### config.mk
export PLATFORM = sky130hd
export DESIGN_NAME = deque_with_positional_insert_top_flat
export DESIGN_NICKNAME = d
export VERILOG_FILES = /design/src/sv/dq_pkg.sv /design/src/sv/dq_req_if.sv /design/src/sv/dq_rsp_if.sv /design/src/sv/dq_ctrl.sv /design/src/sv/dq_datapath.sv /design/src/sv/deque_with_positional_insert_top.sv /design/src/flat_wrapper.sv
export VERILOG_INCLUDE_DIRS = /design/src /design/src/sv
export SDC_FILE = /design/constraint.sdc
export NUM_CORES = 2
export LEC_CHECK = 0
export ABC_AREA = 1
export BUFFER_PORTS_ARGS = -buffer_cell sky130_fd_sc_hd__buf_2
export CELL_PAD_IN_SITES_DETAIL_PLACEMENT = 1
export CELL_PAD_IN_SITES_GLOBAL_PLACEMENT = 1
export CORE_MARGIN = 1
export CORE_UTILIZATION = 43
export CTS_BUF_LIST = sky130_fd_sc_hd__clkbuf_4 sky130_fd_sc_hd__clkbuf_8
export DETAILED_ROUTE_END_ITERATION = 16
export PLACE_DENSITY_LB_ADDON = 0.1
export SYNTH_ARGS = -nofsm -noshare
export SYNTH_HDL_FRONTEND = slang
export SYNTH_HIERARCHICAL = 1
export SYNTH_SLANG_ARGS = --single-unit
### constraint.sdc
create_clock -name clk -period 5.3 [get_ports clk]
set_input_delay 0.795 -clock clk [delete_from_list [all_inputs] [get_ports clk]]
set_output_delay 0.795 -clock clk [all_outputs]
set_load 0.03 [all_outputs]
### src/sv/deque_with_positional_insert_top_assert.svh
// ----------------------------------------------------------------------------
// Assertion macros for the deque block
// Shared concurrent assertion forms, sampled on clk and disabled in reset.
// ----------------------------------------------------------------------------
`ifndef DEQUE_WITH_POSITIONAL_INSERT_TOP_ASSERT_SVH
`define DEQUE_WITH_POSITIONAL_INSERT_TOP_ASSERT_SVH

// The consequent must hold in the same cycle as the antecedent.
`define DQ_ASSERT_SAME(lbl, ante, cons, msg) \
    lbl: assert property (@(posedge clk) disable iff (!rst_n) (ante) |-> (cons)) \
        else $error(msg);

// The consequent must hold in the cycle after the antecedent.
`define DQ_ASSERT_NEXT(lbl, ante, cons, msg) \
    lbl: assert property (@(posedge clk) disable iff (!rst_n) (ante) |=> (cons)) \
        else $error(msg);

`endif

### src/sv/dq_pkg.sv
// ----------------------------------------------------------------------------
// dq_pkg
// Opcodes, status codes and the controller/datapath link types of the deque.
// ----------------------------------------------------------------------------
package dq_pkg;

    typedef enum logic [2:0] {
        OP_PUSH_FRONT = 3'd0,
        OP_PUSH_REAR  = 3'd1,
        OP_POP_FRONT  = 3'd2,
        OP_POP_REAR   = 3'd3,
        OP_INSERT     = 3'd4,
        OP_READ_ALL   = 3'd5
    } opcode_t;

    typedef enum logic [1:0] {
        ST_OK    = 2'd0,
        ST_EMPTY = 2'd1,
        ST_FULL  = 2'd2,
        ST_NOPOS = 2'd3
    } status_t;

    typedef enum logic [2:0] {
        CMD_IDLE,
        CMD_PUSH_FRONT,
        CMD_PUSH_REAR,
        CMD_POP_FRONT,
        CMD_POP_REAR,
        CMD_INSERT,
        CMD_ROTATE
    } cmd_t;

    // Command from the controller to the datapath.
    typedef struct packed {
        cmd_t    cmd;
        logic    load;
        status_t status;
        logic    value_valid;
        logic    last;
    } dp_cmd_t;

    // Status from the datapath to the controller.
    typedef struct packed {
        logic empty;
        logic full;
        logic pos_bad;
        logic rd_last;
    } dp_stat_t;

endpackage

### src/sv/dq_req_if.sv
// ----------------------------------------------------------------------------
// dq_req_if
// Request channel of the deque: one operation word per handshake.
// ----------------------------------------------------------------------------
interface dq_req_if;
    logic               valid;
    logic               ready;
    logic [2:0]         opcode;
    logic signed [31:0] value_in;
    logic [7:0]         position;

    modport source (output valid, output opcode, output value_in, output position,
                    input ready);
    modport sink   (input valid, input opcode, input value_in, input position,
                    output ready);
endinterface

### src/sv/dq_rsp_if.sv
// ----------------------------------------------------------------------------
// dq_rsp_if
// Response channel of the deque: one result word per handshake.
// ----------------------------------------------------------------------------
interface dq_rsp_if;
    logic               valid;
    logic               ready;
    logic [1:0]         status;
    logic signed [31:0] value_out;
    logic               value_valid;
    logic               last;

    modport source (output valid, output status, output value_out,
                    output value_valid, output last, input ready);
    modport sink   (input valid, input status, input value_out,
                    input value_valid, input last, output ready);
endinterface

### src/sv/dq_ctrl.sv
// ----------------------------------------------------------------------------
// dq_ctrl
// Controller: decodes operations, sequences read-out and owns the output
// valid flag.
// ----------------------------------------------------------------------------
`include "deque_with_positional_insert_top_assert.svh"

module dq_ctrl
    import dq_pkg::*;
(
    input  logic     clk,
    input  logic     rst_n,
    input  logic     req_valid,
    output logic     req_ready,
    input  logic [2:0] opcode,
    output logic     rsp_valid,
    input  logic     rsp_ready,
    input  dp_stat_t stat,
    output dp_cmd_t  dp_cmd
);

    typedef enum logic {
        S_IDLE,
        S_READ
    } state_t;

    state_t state_reg, state_next;
    logic   out_valid_reg, out_valid_next;
    logic   out_free;

    assign out_free  = !out_valid_reg || rsp_ready;
    assign req_ready = (state_reg == S_IDLE) && out_free;
    assign rsp_valid = out_valid_reg;

    always_comb
    begin
        state_next         = state_reg;
        dp_cmd.cmd         = CMD_IDLE;
        dp_cmd.load        = 1'b0;
        dp_cmd.status      = ST_OK;
        dp_cmd.value_valid = 1'b0;
        dp_cmd.last        = 1'b1;
        case (state_reg)
            S_IDLE:
            begin
                if (req_valid && req_ready)
                begin
                    case (opcode)
                        OP_PUSH_FRONT, OP_PUSH_REAR:
                        begin
                            dp_cmd.load = 1'b1;
                            if (stat.full)
                            begin
                                dp_cmd.status = ST_FULL;
                            end
                            else
                            begin
                                dp_cmd.cmd = (opcode == OP_PUSH_FRONT) ? CMD_PUSH_FRONT
                                                                       : CMD_PUSH_REAR;
                            end
                        end
                        OP_POP_FRONT, OP_POP_REAR:
                        begin
                            dp_cmd.load = 1'b1;
                            if (stat.empty)
                            begin
                                dp_cmd.status = ST_EMPTY;
                            end
                            else
                            begin
                                dp_cmd.cmd = (opcode == OP_POP_FRONT) ? CMD_POP_FRONT
                                                                      : CMD_POP_REAR;
                                dp_cmd.value_valid = 1'b1;
                            end
                        end
                        OP_INSERT:
                        begin
                            dp_cmd.load = 1'b1;
                            if (stat.full)
                            begin
                                dp_cmd.status = ST_FULL;
                            end
                            else if (stat.pos_bad)
                            begin
                                dp_cmd.status = ST_NOPOS;
                            end
                            else
                            begin
                                dp_cmd.cmd = CMD_INSERT;
                            end
                        end
                        OP_READ_ALL:
                        begin
                            if (stat.empty)
                            begin
                                dp_cmd.load   = 1'b1;
                                dp_cmd.status = ST_EMPTY;
                            end
                            else
                            begin
                                state_next = S_READ;
                            end
                        end
                        default:
                        begin
                            // Unused opcodes are taken and dropped without a result.
                        end
                    endcase
                end
            end
            S_READ:
            begin
                if (out_free)
                begin
                    dp_cmd.cmd         = CMD_ROTATE;
                    dp_cmd.load        = 1'b1;
                    dp_cmd.value_valid = 1'b1;
                    dp_cmd.last        = stat.rd_last;
                    if (stat.rd_last)
                    begin
                        state_next = S_IDLE;
                    end
                end
            end
            default:
            begin
                state_next = S_IDLE;
            end
        endcase
    end

    assign out_valid_next = dp_cmd.load ? 1'b1 : (rsp_ready ? 1'b0 : out_valid_reg);

    always_ff @(posedge clk or negedge rst_n)
    begin
        if (!rst_n)
        begin
            state_reg     <= S_IDLE;
            out_valid_reg <= 1'b0;
        end
        else
        begin
            state_reg     <= state_next;
            out_valid_reg <= out_valid_next;
        end
    end

    `DQ_ASSERT_SAME(a_no_accept_in_read, state_reg == S_READ, !req_ready, "request taken during read-out")
    `DQ_ASSERT_SAME(a_load_needs_slot, dp_cmd.load, out_free, "result loaded over a pending word")
    `DQ_ASSERT_NEXT(a_read_ends, (dp_cmd.cmd == CMD_ROTATE) && stat.rd_last, state_reg == S_IDLE, "read-out did not finish")

endmodule

### src/sv/dq_datapath.sv
// ----------------------------------------------------------------------------
// dq_datapath
// Shift-register entry cells, entry count, read-out counter and the output
// payload register.
// ----------------------------------------------------------------------------
`include "deque_with_positional_insert_top_assert.svh"

module dq_datapath
    import dq_pkg::*;
#(
    parameter int CAPACITY = 16
)
(
    input  logic               clk,
    input  logic               rst_n,
    input  logic signed [31:0] value_in,
    input  logic [7:0]         position,
    input  dp_cmd_t            dp_cmd,
    output dp_stat_t           stat,
    output logic [1:0]         status,
    output logic signed [31:0] value_out,
    output logic               value_valid,
    output logic               last
);

    localparam int CW = $clog2(CAPACITY + 1);
    localparam int IW = $clog2(CAPACITY);

    logic signed [31:0] cell_reg  [CAPACITY];
    logic signed [31:0] cell_next [CAPACITY];
    logic [CW-1:0]      count_reg, count_next;
    logic [CW-1:0]      rd_cnt_reg, rd_cnt_next;
    logic [CW-1:0]      count_m1;
    logic [IW-1:0]      place_idx;
    logic               do_place;
    logic signed [31:0] rear_value;
    logic signed [31:0] sel_value;

    status_t            status_reg;
    logic signed [31:0] value_reg;
    logic               value_valid_reg;
    logic               last_reg;

    assign count_m1 = count_reg - CW'(1);

    assign stat.empty   = (count_reg == '0);
    assign stat.full    = (count_reg == CW'(CAPACITY));
    assign stat.pos_bad = (count_reg == '0) || (position > 8'(count_reg));
    assign stat.rd_last = (rd_cnt_reg == count_m1);

    assign do_place = (dp_cmd.cmd == CMD_PUSH_FRONT) || (dp_cmd.cmd == CMD_PUSH_REAR)
                      || (dp_cmd.cmd == CMD_INSERT);

    always_comb
    begin
        case (dp_cmd.cmd)
            CMD_PUSH_REAR: place_idx = count_reg[IW-1:0];
            CMD_INSERT:    place_idx = (position <= 8'd1) ? '0 : IW'(position - 8'd1);
            default:       place_idx = '0;
        endcase
    end

    // The rear entry sits at count-1; only read when the queue is not empty.
    assign rear_value = cell_reg[count_m1[IW-1:0]];

    for (genvar g = 0; g < CAPACITY; g++)
    begin : g_cell
        logic signed [31:0] up_value;
        logic signed [31:0] down_value;

        if (g < CAPACITY - 1)
        begin : g_up
            assign up_value = cell_reg[g + 1];
        end
        else
        begin : g_up_end
            assign up_value = cell_reg[g];
        end

        if (g > 0)
        begin : g_down
            assign down_value = cell_reg[g - 1];
        end
        else
        begin : g_down_end
            assign down_value = cell_reg[g];
        end

        always_comb
        begin
            cell_next[g] = cell_reg[g];
            if (do_place)
            begin
                if (IW'(g) == place_idx)
                begin
                    cell_next[g] = value_in;
                end
                else if (IW'(g) > place_idx)
                begin
                    cell_next[g] = down_value;
                end
            end
            else if (dp_cmd.cmd == CMD_POP_FRONT)
            begin
                cell_next[g] = up_value;
            end
            else if (dp_cmd.cmd == CMD_ROTATE)
            begin
                // The occupied cells turn round by one, so the front is always at cell 0.
                if (CW'(g) < count_m1)
                begin
                    cell_next[g] = up_value;
                end
                else if (CW'(g) == count_m1)
                begin
                    cell_next[g] = cell_reg[0];
                end
            end
        end

        always_ff @(posedge clk)
        begin
            cell_reg[g] <= cell_next[g];
        end
    end

    always_comb
    begin
        count_next = count_reg;
        case (dp_cmd.cmd)
            CMD_PUSH_FRONT, CMD_PUSH_REAR, CMD_INSERT: count_next = count_reg + CW'(1);
            CMD_POP_FRONT, CMD_POP_REAR:               count_next = count_m1;
            default:                                   count_next = count_reg;
        endcase
    end

    // The read-out position holds while the output is stalled and returns to
    // zero after the last entry.
    always_comb
    begin
        if (dp_cmd.cmd == CMD_ROTATE)
        begin
            rd_cnt_next = stat.rd_last ? '0 : rd_cnt_reg + CW'(1);
        end
        else
        begin
            rd_cnt_next = rd_cnt_reg;
        end
    end

    always_comb
    begin
        case (dp_cmd.cmd)
            CMD_POP_FRONT, CMD_ROTATE: sel_value = cell_reg[0];
            CMD_POP_REAR:              sel_value = rear_value;
            default:                   sel_value = '0;
        endcase
    end

    always_ff @(posedge clk or negedge rst_n)
    begin
        if (!rst_n)
        begin
            count_reg  <= '0;
            rd_cnt_reg <= '0;
        end
        else
        begin
            count_reg  <= count_next;
            rd_cnt_reg <= rd_cnt_next;
        end
    end

    always_ff @(posedge clk)
    begin
        if (dp_cmd.load)
        begin
            status_reg      <= dp_cmd.status;
            value_reg       <= sel_value;
            value_valid_reg <= dp_cmd.value_valid;
            last_reg        <= dp_cmd.last;
        end
    end

    assign status      = status_reg;
    assign value_out   = value_reg;
    assign value_valid = value_valid_reg;
    assign last        = last_reg;

    `DQ_ASSERT_SAME(a_count_bound, 1'b1, count_reg <= CW'(CAPACITY), "entry count above capacity")
    `DQ_ASSERT_SAME(a_no_place_full, do_place, !stat.full, "entry placed into a full store")
    `DQ_ASSERT_NEXT(a_pop_count, (dp_cmd.cmd == CMD_POP_FRONT) || (dp_cmd.cmd == CMD_POP_REAR), count_reg == $past(count_reg) - CW'(1), "pop did not lower the count")

endmodule

### src/sv/deque_with_positional_insert_top.sv
// A push, pop or insert result word is offered in the cycle after its request word is taken.
// One push, pop or insert request is taken per cycle while the output register is free.
// Read-out of N entries: the accept step, then one rotate of the cells per entry.
// Reset clears the entry count and the output valid flag; the entry cells are not cleared.
// ----------------------------------------------------------------------------
// deque_with_positional_insert_top
// Bounded double-ended queue with positional insert and full read-out.
// ----------------------------------------------------------------------------
module deque_with_positional_insert_top
    import dq_pkg::*;
#(
    parameter int CAPACITY = 16
)
(
    input  logic clk,
    input  logic rst_n,
    dq_req_if.sink   req,
    dq_rsp_if.source rsp
);

    dp_cmd_t  dp_cmd;
    dp_stat_t stat;

    dq_ctrl u_ctrl (
        .clk       (clk),
        .rst_n     (rst_n),
        .req_valid (req.valid),
        .req_ready (req.ready),
        .opcode    (req.opcode),
        .rsp_valid (rsp.valid),
        .rsp_ready (rsp.ready),
        .stat      (stat),
        .dp_cmd    (dp_cmd)
    );

    dq_datapath #(
        .CAPACITY (CAPACITY)
    ) u_datapath (
        .clk         (clk),
        .rst_n       (rst_n),
        .value_in    (req.value_in),
        .position    (req.position),
        .dp_cmd      (dp_cmd),
        .stat        (stat),
        .status      (rsp.status),
        .value_out   (rsp.value_out),
        .value_valid (rsp.value_valid),
        .last        (rsp.last)
    );

endmodule

### src/flat_wrapper.sv
// flat-port wrapper written by rule: the top's interface ports become plain ports
module deque_with_positional_insert_top_flat import dq_pkg::*;
#(
    parameter int CAPACITY = 16
)
  (clk, rst_n, req_valid, req_opcode, req_value_in, req_position, req_ready, rsp_valid, rsp_status, rsp_value_out, rsp_value_valid, rsp_last, rsp_ready);
  dq_req_if req_i ();
  dq_rsp_if rsp_i ();
  input  logic clk;
  input  logic rst_n;
  input wire logic [$bits(req_i.valid)-1:0] req_valid;
  input wire logic [$bits(req_i.opcode)-1:0] req_opcode;
  input wire logic [$bits(req_i.value_in)-1:0] req_value_in;
  input wire logic [$bits(req_i.position)-1:0] req_position;
  output wire logic [$bits(req_i.ready)-1:0] req_ready;
  output wire logic [$bits(rsp_i.valid)-1:0] rsp_valid;
  output wire logic [$bits(rsp_i.status)-1:0] rsp_status;
  output wire logic [$bits(rsp_i.value_out)-1:0] rsp_value_out;
  output wire logic [$bits(rsp_i.value_valid)-1:0] rsp_value_valid;
  output wire logic [$bits(rsp_i.last)-1:0] rsp_last;
  input wire logic [$bits(rsp_i.ready)-1:0] rsp_ready;
  assign req_i.valid = req_valid;
  assign req_i.opcode = req_opcode;
  assign req_i.value_in = req_value_in;
  assign req_i.position = req_position;
  assign req_ready = req_i.ready;
  assign rsp_valid = rsp_i.valid;
  assign rsp_status = rsp_i.status;
  assign rsp_value_out = rsp_i.value_out;
  assign rsp_value_valid = rsp_i.value_valid;
  assign rsp_last = rsp_i.last;
  assign rsp_i.ready = rsp_ready;
  deque_with_positional_insert_top #(.CAPACITY(CAPACITY)) u_core (.clk(clk), .rst_n(rst_n), .req(req_i), .rsp(rsp_i));
endmodule
==> results.py <==
metrics = {
    "logic_synthesis": {
        "synth_warnings": 6,
        "synthesis.area_sq_um": 40100,
        "async_flop_share_pct": 2.14,
        "synthFlopType": "edfxtp_1",
        "netlist.area_leader.share_pct": 41.1,
        "synth_edf_count": 548,
        "yosysUniqueCellTypes": 39,
        "ys_ff_latch": 560,
        "netlist_top_cells_area": "edfxtp_1, nand2_1, nand3_1",
        "netlist_top_cells_count": "nand2_1, nand3_1, inv_1",
        "synth_top_area_cell": "edfxtp_1",
        "syn_inst": 5857,
        "synth_nets": 5917,
        "synth.avg_cell_area_sq_um": 6.84,
        "yosysMostFrequentCell": "nand2_1",
        "seq_area_frac_synth_pct": 41.8,
    },
    "sta": {
        "fin_ws_ps": 369,
        "fin_tns_setup_ps": 0,
        "slew_violations": 0,
        "fmax_ghz": 0.203,
        "worst_slew_pin_slew_ps": 1350,
        "hold_violations": 0,
        "clock_skew_ps": 53.8,
        "setup_viol": 0,
        "period_minus_slack_ps": 4930,
        "slew-limit-headroom_pct": 9.64,
        "grt_setup_unrepaired": "false",
        "finalCritPeriodShare_pct": 93.0,
    },
    "cts": {
        "clock_path_buffers": 3,
        "clkLatencyLatePin_ps": 810,
        "cts_sinks": 560,
        "numCtsBuffers": 110,
        "postCtsSetupRepairBufs": 0,
        "cts_hold_buf": 1,
        "htree_levels": 3,
        "clkTransAtPathRegs_ps": 60,
        "cts-resized-gates": 0,
        "cts_tree": "yes",
        "cts-root-buf": "clkbuf_8",
    },
    "global_routing": {
        "antenna_found_initial": 10,
        "grt_pass1_vias": 43900,
        "grt_overflow": 0,
        "grt_pass1_wl_microns": 293000,
        "globalRouteTotalUtil_pct": 42.1,
        "grt_max_degree": 196,
    },
    "worst_setup_path": {
        "end_kind": "register",
        "required_ps": 5820,
        "worstSetupStartpointType": "register",
        "critPathKind": "register to register",
        "path_delay_family": "simple AND/OR/NAND/NOR gates",
        "slowest_delay_ps": 470,
        "worst-path-buf-inv": 4,
        "path_common_cell": "nand2_1",
        "critPathSlowestCell": "dfrtp_1",
        "worstPathMaxFanout": 18,
        "arrival_ps": 5450,
    },
    "floorplan": {
        "die_area_sq_um": 94400,
        "fp-row-count": 111,
        "die_y_microns": 307,
        "die_width_microns": 307,
        "ios": 85,
        "initial_core_util_pct": 43.6,
        "core-area_sq_um": 91900,
    },
    "final_layout": {
        "finalNonFillerCells": 7102,
        "final_util_pct": 48.3,
        "drive_above_1_share_pct": 8.81,
        "fillCellCount": 11900,
        "largest_reg_flops": 512,
        "register_area_sq_um": 16800,
        "multiInputGateArea_sq_um": 19100,
        "area_growth_pct": 10.9,
        "finalNetCount": 5830,
    },
    "outcome": {
        "status": "completed",
    },
    "drt": {
        "drt-total-wl_microns": 201000,
        "via_per_inst": 6.24,
        "antenna_left": 0,
        "vias": 44300,
        "drc": 0,
        "wl_per_cell_microns": 28.4,
        "firstDrtPassIters": 5,
        "drt_iter0_markers": 5281,
    },
    "place": {
        "dp_slack_ps": 226,
        "dp.cells": 6900,
        "portBuffers": 84,
        "dp_hpwl_microns": 123000,
        "gp_congestion": 0.937,
    },
    "flow_run": {
        "maxCapViolCount": 0,
    },
    "min_path": {
        "hp-class": "input pin to register",
    },
}
==> final cells by class <==
cell class	instances	area share [%]
well taps	1243	3.50
clock inverters	48	0.707
clock buffers	149	4.12
multi-input cells	4128	42.9
repair buffers	247	4.94
inverters	723	6.13
flip-flops and latches	560	37.7
diodes	4	0.0225
==> through the flow <==
stage | hold slack (ps) | cell area (sq um)
floorplan | 469 | 40100
global placement | 510 | 42300
detailed placement | 512 | 42300
CTS | 335 | 44400
global route | 389 | 44400
finish | 377 | 44400
==> cells in the final DEF (no fill, tap or decap), drive strengths merged <==
cell type / Yosys / routed
dlygate4sd3: 0 / 1
nand4: 6 / 6
clkinv: 0 / 41
a31oi: 3 / 3
o31ai: 1 / 1
a21oi: 143 / 143
clkinvlp: 0 / 2
nand3b: 1 / 1
o221ai: 68 / 68
o21ai: 650 / 650
o211ai: 32 / 32
nor2: 88 / 88
nand3: 893 / 893
a211oi: 3 / 3
a22oi: 65 / 65
or2: 2 / 2
edfxtp: 548 / 548
ha: 13 / 13
dfrtp: 12 / 12
clkbuf: 223 / 149
inv: 723 / 724
buf: 223 / 246
nand2: 2140 / 2140
bufinv: 0 / 4
diode: 0 / 4
o21a: 1 / 1
nor3: 11 / 11
a21o: 1 / 1
xor2: 6 / 6
xnor2: 1 / 1
==> cell families (layout without fill, tap and decap cells) <==
family | after synthesis | in the layout | synth area share, %
AND/OR/NAND/NOR | 3141 | 3141 | 32.6
adder cells (fa/ha/maj) | 13 | 13 | 0.406
flip-flops | 560 | 560 | 41.8
XOR/XNOR | 7 | 7 | 0.153
AO/OA/AOI/OAI | 967 | 967 | 13.4
other | 0 | 4 | 0
buffers and inverters | 1169 | 1167 | 11.6
==> worst paths after layout <==
kind | depth (start not counted) | startpoint | slack (ps) | to
setup / recovery | 25 | u_core/u_datapath/count_reg[1] | 370 | u_core/u_datapath/cell_reg[2][16]
hold / removal | 4 | req_opcode[1] | 380 | u_core/u_ctrl/state_reg
setup reg to reg | 25 | u_core/u_datapath/count_reg[1] | 370 | u_core/u_datapath/cell_reg[2][16]
hold reg to reg | 2 | u_core/u_ctrl/state_reg | 520 | u_core/u_ctrl/state_reg
max in group asynchronous | 2 | rst_n | 4530 | u_core/u_datapath/count_reg[0]
min in group asynchronous | 2 | rst_n | 480 | u_core/u_datapath/count_reg[1]
==> worst reg2reg max path: stages (launching register included) <==
cell and delay (ps):
dfrtp_1 470, inv_1 180, ha_1 330, nand2_1 80, nor2_1 40, a211oi_1 190
o21ai_0 100, o21ai_0 100, nand3b_1 130, nor2_1 170, nand3_1 110, nand3_1 100
nand2_1 50, inv_1 200, nand2_1 140, nor2_1 260, nand3_1 140, nand2_2 240
inv_2 140, nor2_8 370, nand2_2 370, nand2_2 160, buf_4 350, nand2_1 130
nand2_1 90, nand2_1 60
==> per-layer routing <==
metal / GRT usage (%) / share of wire (%) / vias to the layer above
li1: - / - / 19100
met1: 55.4 / 39 / 21800
met2: 65.2 / 44 / 2812
met3: 9.64 / 12 / 671
met4: 20.5 / 5.4 / 8
met5: 0 / 0.022 / -
Power is not shown: default switching activity piles up to over one toggle a cycle in this logic, so the estimate is an artifact.
